File: config.mk
export PLATFORM = sky130hd
export DESIGN_NAME = kvc_report
export DESIGN_NICKNAME = d
export VERILOG_FILES = /design/src/design/kvc_pkg.sv /design/src/design/kvc_report.sv
export SDC_FILE = /design/constraint.sdc
export NUM_CORES = 1
export LEC_CHECK = 0
export CAP_MARGIN = 20
export CORE_MARGIN = 2
export CORE_UTILIZATION = 43
export CTS_CLUSTER_DIAMETER = 50
export DETAILED_ROUTE_END_ITERATION = 8
export DONT_BUFFER_PORTS = 1
export SLEW_MARGIN = 25
export SYNTH_ARGS = -nofsm -noshare
export SYNTH_HDL_FRONTEND = slang
export SYNTH_SLANG_ARGS = --single-unit
File: constraint.sdc
create_clock -name clock -period 8.1 [get_ports clock]
set_input_delay 1.215 -clock clock [delete_from_list [all_inputs] [get_ports clock]]
set_output_delay 1.215 -clock clock [all_outputs]
set_load 0.005 [all_outputs]
File: src/design/kvc_pkg.sv
package kvc_pkg;

   localparam int unsigned ADC_BITS_DEFAULT      = 12;
   localparam int unsigned FRACTION_BITS_DEFAULT = 16;
   localparam int unsigned VOLUME_MAX_DEFAULT    = 127;

   localparam int unsigned GAIN_BITS      = 16;
   localparam int unsigned THR_BITS       = 7;
   localparam int unsigned CSR_INDEX_BITS = 1;
   localparam int unsigned CSR_DATA_BITS  = 16;

   localparam logic [GAIN_BITS-1:0] GAIN_RESET = 16'd13107;
   localparam logic [THR_BITS-1:0]  THR_RESET  = 7'd2;

   typedef enum logic [CSR_INDEX_BITS-1:0] {
      CSR_SMOOTHING_GAIN   = 1'd0,
      CSR_CHANGE_THRESHOLD = 1'd1
   } csr_index_type;

   typedef struct packed {
      logic load;
      logic step;
   } filt_ctrl_type;

   // Number of volume steps k in 1..vol_max whose rounding midpoint lies at or
   // below the curve value for level a; this is the curve rounded half up.
   function automatic int unsigned curve_value(int unsigned a, int unsigned adc_bits,
                                               int unsigned vol_max);
      logic [127:0] m;
      logic [127:0] x;
      logic [127:0] v2;
      logic [127:0] lhs;
      logic [127:0] den;
      logic [127:0] o;
      logic [127:0] rhs;
      int unsigned  count;
      m     = (128'd1 << adc_bits) - 128'd1;
      x     = m - 128'(a);
      v2    = 128'(2 * vol_max);
      lhs   = x * x * x * v2 * v2 * v2 * v2 * v2;
      den   = m * m * m;
      count = 0;
      for (int unsigned k = 1; k <= vol_max; k++) begin
         o   = 128'(2 * k - 1);
         rhs = o * o * o * o * o * den;
         if (lhs >= rhs) begin
            count++;
         end
      end
      return count;
   endfunction

endpackage

File: src/design/kvc_report.sv
module kvc_report #(
   parameter int unsigned ADC_BITS = kvc_pkg::ADC_BITS_DEFAULT,
   parameter int unsigned VOL_BITS = 7
) (
   input  logic                         clock,
   input  logic                         reset,
   input  logic                         en,
   input  logic [VOL_BITS-1:0]          vol,
   input  logic [ADC_BITS-1:0]          level,
   input  logic [kvc_pkg::THR_BITS-1:0] threshold,
   output logic [VOL_BITS-1:0]          vol_out,
   output logic                         changed_out,
   output logic [ADC_BITS-1:0]          level_out
);
   import kvc_pkg::*;

   localparam int unsigned CMP_W = (VOL_BITS > THR_BITS) ? VOL_BITS : THR_BITS;

   logic [VOL_BITS-1:0] reported_ff;
   logic                seen_ff;
   logic [VOL_BITS-1:0] vol_ff;
   logic                changed_ff;
   logic [ADC_BITS-1:0] level_ff;
   logic [VOL_BITS-1:0] diff;
   logic                changed_in;

   always_comb begin
      diff       = (vol >= reported_ff) ? (vol - reported_ff) : (reported_ff - vol);
      changed_in = !seen_ff || (CMP_W'(diff) >= CMP_W'(threshold));
   end

   always_ff @(posedge clock) begin
      if (en) begin
         vol_ff     <= vol;
         changed_ff <= changed_in;
         level_ff   <= level;
      end
      if (reset) begin
         reported_ff <= '0;
         seen_ff     <= 1'b0;
      end else if (en && changed_in) begin
         reported_ff <= vol;
         seen_ff     <= 1'b1;
      end
   end

   assign vol_out     = vol_ff;
   assign changed_out = changed_ff;
   assign level_out   = level_ff;

endmodule
==> summary.txt <==
Power
  • Pwr per Cell Area: approximately 190 nW/um^2
  • Final Total Pwr: 0.000351 W
  • Peak VDD IR: between 0.00006 and 0.00007 V
  • Static Leak: roughly 0.81 nW

Routing
  • DR vias/cell: 5.60
  • Drt drc: 0
  • DR vias: ~1200
  • Final ANT Viol Nets: 0
  • Routed len/inst: ~15 um
  • Initial DRC Count: 50
  • Drt first pass iters: 4
  • Routed wire length: roughly 3300 um

Logic synthesis
  • Top cell type's share of synthesized area: 0.337
  • Simple-gate area share of the yosys netlist: 0.165
  • Cell variety after synth: 37
  • Mean post-synth cell area: 10.4 sq um
  • Mapped Cells: roughly 170
  • Mapped cell area: around 1800 sq um
  • Synth top area cells: edfxtp_1 (34%), ha_1 (15%), dfxtp_1 (9.0%)
  • Multiplexer area fraction after synthesis: 0.0456
  • Post-Synth Adder-Cell Area: 0.170
  • Synth warnings: 0
  • Xor/xnor share of the synthesized area: 0
  • Complex-gate fraction of the synthesized area: 0.129
  • Leading area contributor after synthesis: edfxtp_1
  • Main combinational cell family by area after synthesis: adder cells
  • Syn nets: approximately 220
  • Register area share after synthesis: 0.426
  • Post-synthesis register bit count: 28

Timing
  • Skew final: approximately 2.7 ps
  • Final setup vio count: 0
  • Max Fclk: 242 MHz
  • Sum Neg Setup Slack: 0 ps
  • Post-route clock period utilization: 0.510
  • Final Hold Viols: 0
  • Crit path time final: 4130 ps
  • Pins Over Slew Limit: 0
  • Worst slew pin tran: 635 ps
  • Slew headroom: 0.575
  • RSZ-0062 raised after global routing: false

Final layout
  • Design area: around 1900 sq um
  • Seq. cell area: roughly 760 sq um
  • Share of layout cells above drive strength 1: 0.0529
  • Final layout net count: approximately 220
  • Area of the multi-input gates: roughly 910 sq um
  • Diode count: 0
  • Final core occ: 0.469
  • Fillers: ~370
  • Area grow syn2layout: 5.05%

Critical path
  • CP Launch Type: primary input
  • Worst path slowest cell: a221oi_1
  • Critical Path RT: 8240 ps
  • CP Launch Point: vol[4]
  • CP peak stage delay: approximately 380 ps
  • CP Class: in -> reg
  • Crit end category: flip-flop
  • CP dominant cell by count: ha_1
  • R2r startpoint: reported_ff[4]
  • Crit-path max FO: 13
  • Cell breakdown of the critical path: inv_1 > ha_1 > a21o_1 > a211o_1 > a31oi_4 > nor3_1 > a311oi_1 > ha_1 > and3_1 > a221oi_1 > a21boi_2 > mux2i_1
  • WP data arrival: around 4300 ps

Die
  • Vert. Die Dim: roughly 68 um
  • DIE AREA: approximately 4700 sq um
  • Die X: 68.4 um
  • Placement Rows: 23
  • CORE AREA: approximately 4000 sq um
  • Initial core utilization: 0.446
  • Top Ports: roughly 50

Global routing
  • Initial antenna violation count: 0
  • Vias in the first global route: 1189
  • GR Util All Layers: 0.149
  • First-pass GRT wire length: between 5000 and 6000 um
  • Maximum number of pins on one net before global-route repair: 23
  • GR Overflow Total: 0

Clock tree
  • CTS Hold Bufs: 0
  • Root buf cell: clkbuf_8
  • CTS Buffer Depth: 2
  • CTS Buf Count: 3
  • Worst skew pair latency: around 270 ps
  • Clock tree sinks: 28
  • # Post-CTS Setup Buffers: 0
  • CTS clk-pin slew, worst paths: approximately 90 ps
  • Post_cts resized: 0
  • CTS tree: built
  • H-tree levels: 1

Min path
  • Hold path startpoint: reported_ff[6]
  • Worst Hold Class: reg -> reg

Place
  • Placer Congestion: around 0.78
  • I/O Buffers: 0
  • HPWL Detailed: about 2600 um
  • DP Area: between 1500 and 2000 sq um

Status
  • Status: complete, no violations

Job
  • MaxCap Viol Count: 0
worst max-delay path: cells and delay by family:
family	cells	cell delay (ps)
AOI/OAI and AO/OA	6	1870
and+or+nand+nor	2	290
adders and majority gates	2	680
buffers and inverters	1	20
muxes	1	170
synthesized netlist by cell type:
library cell and instances:
a211o_1 3, nor2b_1 3, a31oi_4 1, nor4_1 2, and3_1 1, buf_2 1, nand2b_1 18, mux2_1 1
mux2i_1 7, a2bb2oi_1 3, a221oi_1 2, edfxtp_1 20, fa_1 2, dfxtp_1 8, a31o_2 1, o2111ai_1 1
o21ai_1 1, and2_1 1, or3_1 1, nor2_1 4, a21oi_1 6, a21boi_1 1, nor3_1 7, inv_1 22
a211oi_1 1, ha_1 21, o21ai_0 2, or2_2 2, clkbuf_1 4, a21o_1 5, a2111oi_0 1, nand2_1 12
buf_6 1, a311oi_1 1, nand3_1 2, o22ai_1 1, nand3b_1 2
cell type report:
type,count,share of cell area
multi-input combinational,116,0.487
tap,50,0.0334
sequential,28,0.406
inverter,22,0.0441
clock buffer,4,0.0294
where the power goes:
| group | total, W | switching, W | internal (W) |
|---|---|---|---|
| Clock | 0.0000841 | 0.0000407 | 0.0000434 |
| Sequential | 0.000173 | 0.00000675 | 0.000166 |
| Combinational | 0.0000940 | 0.0000514 | 0.0000426 |
cells in the final DEF, fill, tap and decap left out, types with 2 or more instances in the layout:
cell,instances
a211o_1,3
a21oi_1,6
dfxtp_1,8
nor2_1,4
nor4_1,2
inv_1,22
fa_1,2
ha_1,21
a21o_1,5
nand3_1,2
clkbuf_8,4
nand3b_1,2
edfxtp_1,20
nand2_1,12
mux2i_1,7
nand2b_1,18
nor2b_1,3
nor3_1,7
or2_2,2
o21ai_0,2
a221oi_1,2
a2bb2oi_1,3
stage by stage:
| step | setup WS [ps] | instances | hold slack, ps |
|---|---|---|---|
| 2_1_floorplan | 4020 | 172 | 439 |
| 3_3_place_gp | 3600 | 216 | 459 |
| 3_5_place_dp | 3380 | 216 | 475 |
| 4_1_cts | 3680 | 220 | 490 |
| 5_1_grt | 3740 | 220 | 517 |
| 6_report | 3970 | 220 | 484 |
metal layers:
metal | vias up | track usage | wire length (um)
li1 | 596 | - | -
met1 | 586 | 0.191 | 1530
met2 | 43 | 0.246 | 1580
met3 | 6 | 0.0148 | 125
met4 | 0 | 0.0750 | 79
met5 | - | 0 | 0
kinds of logic after synthesis:
group,count (synthesis)
buffers and inverters,28
AND/OR/NAND/NOR,55
flip-flops,28
AO/OA/AOI/OAI,30
adder cells (fa/ha/maj),23
multiplexers,8
state kept, by name (all words and copies together) (netlist names):
name	count
seen_ff	1
level_out	12
vol_out	7
changed_out	1
reported_ff	7
worst paths after layout:
check / to / cells past startpoint / slack [ps]
max reg2reg: reported_ff[4] / 11 / 4600
max: reported_ff[4] / 12 / 3970
min: reported_ff[6] / 2 / 480
min reg2reg: reported_ff[6] / 2 / 480
No activity file was read; power rests on OpenSTA's default activity.
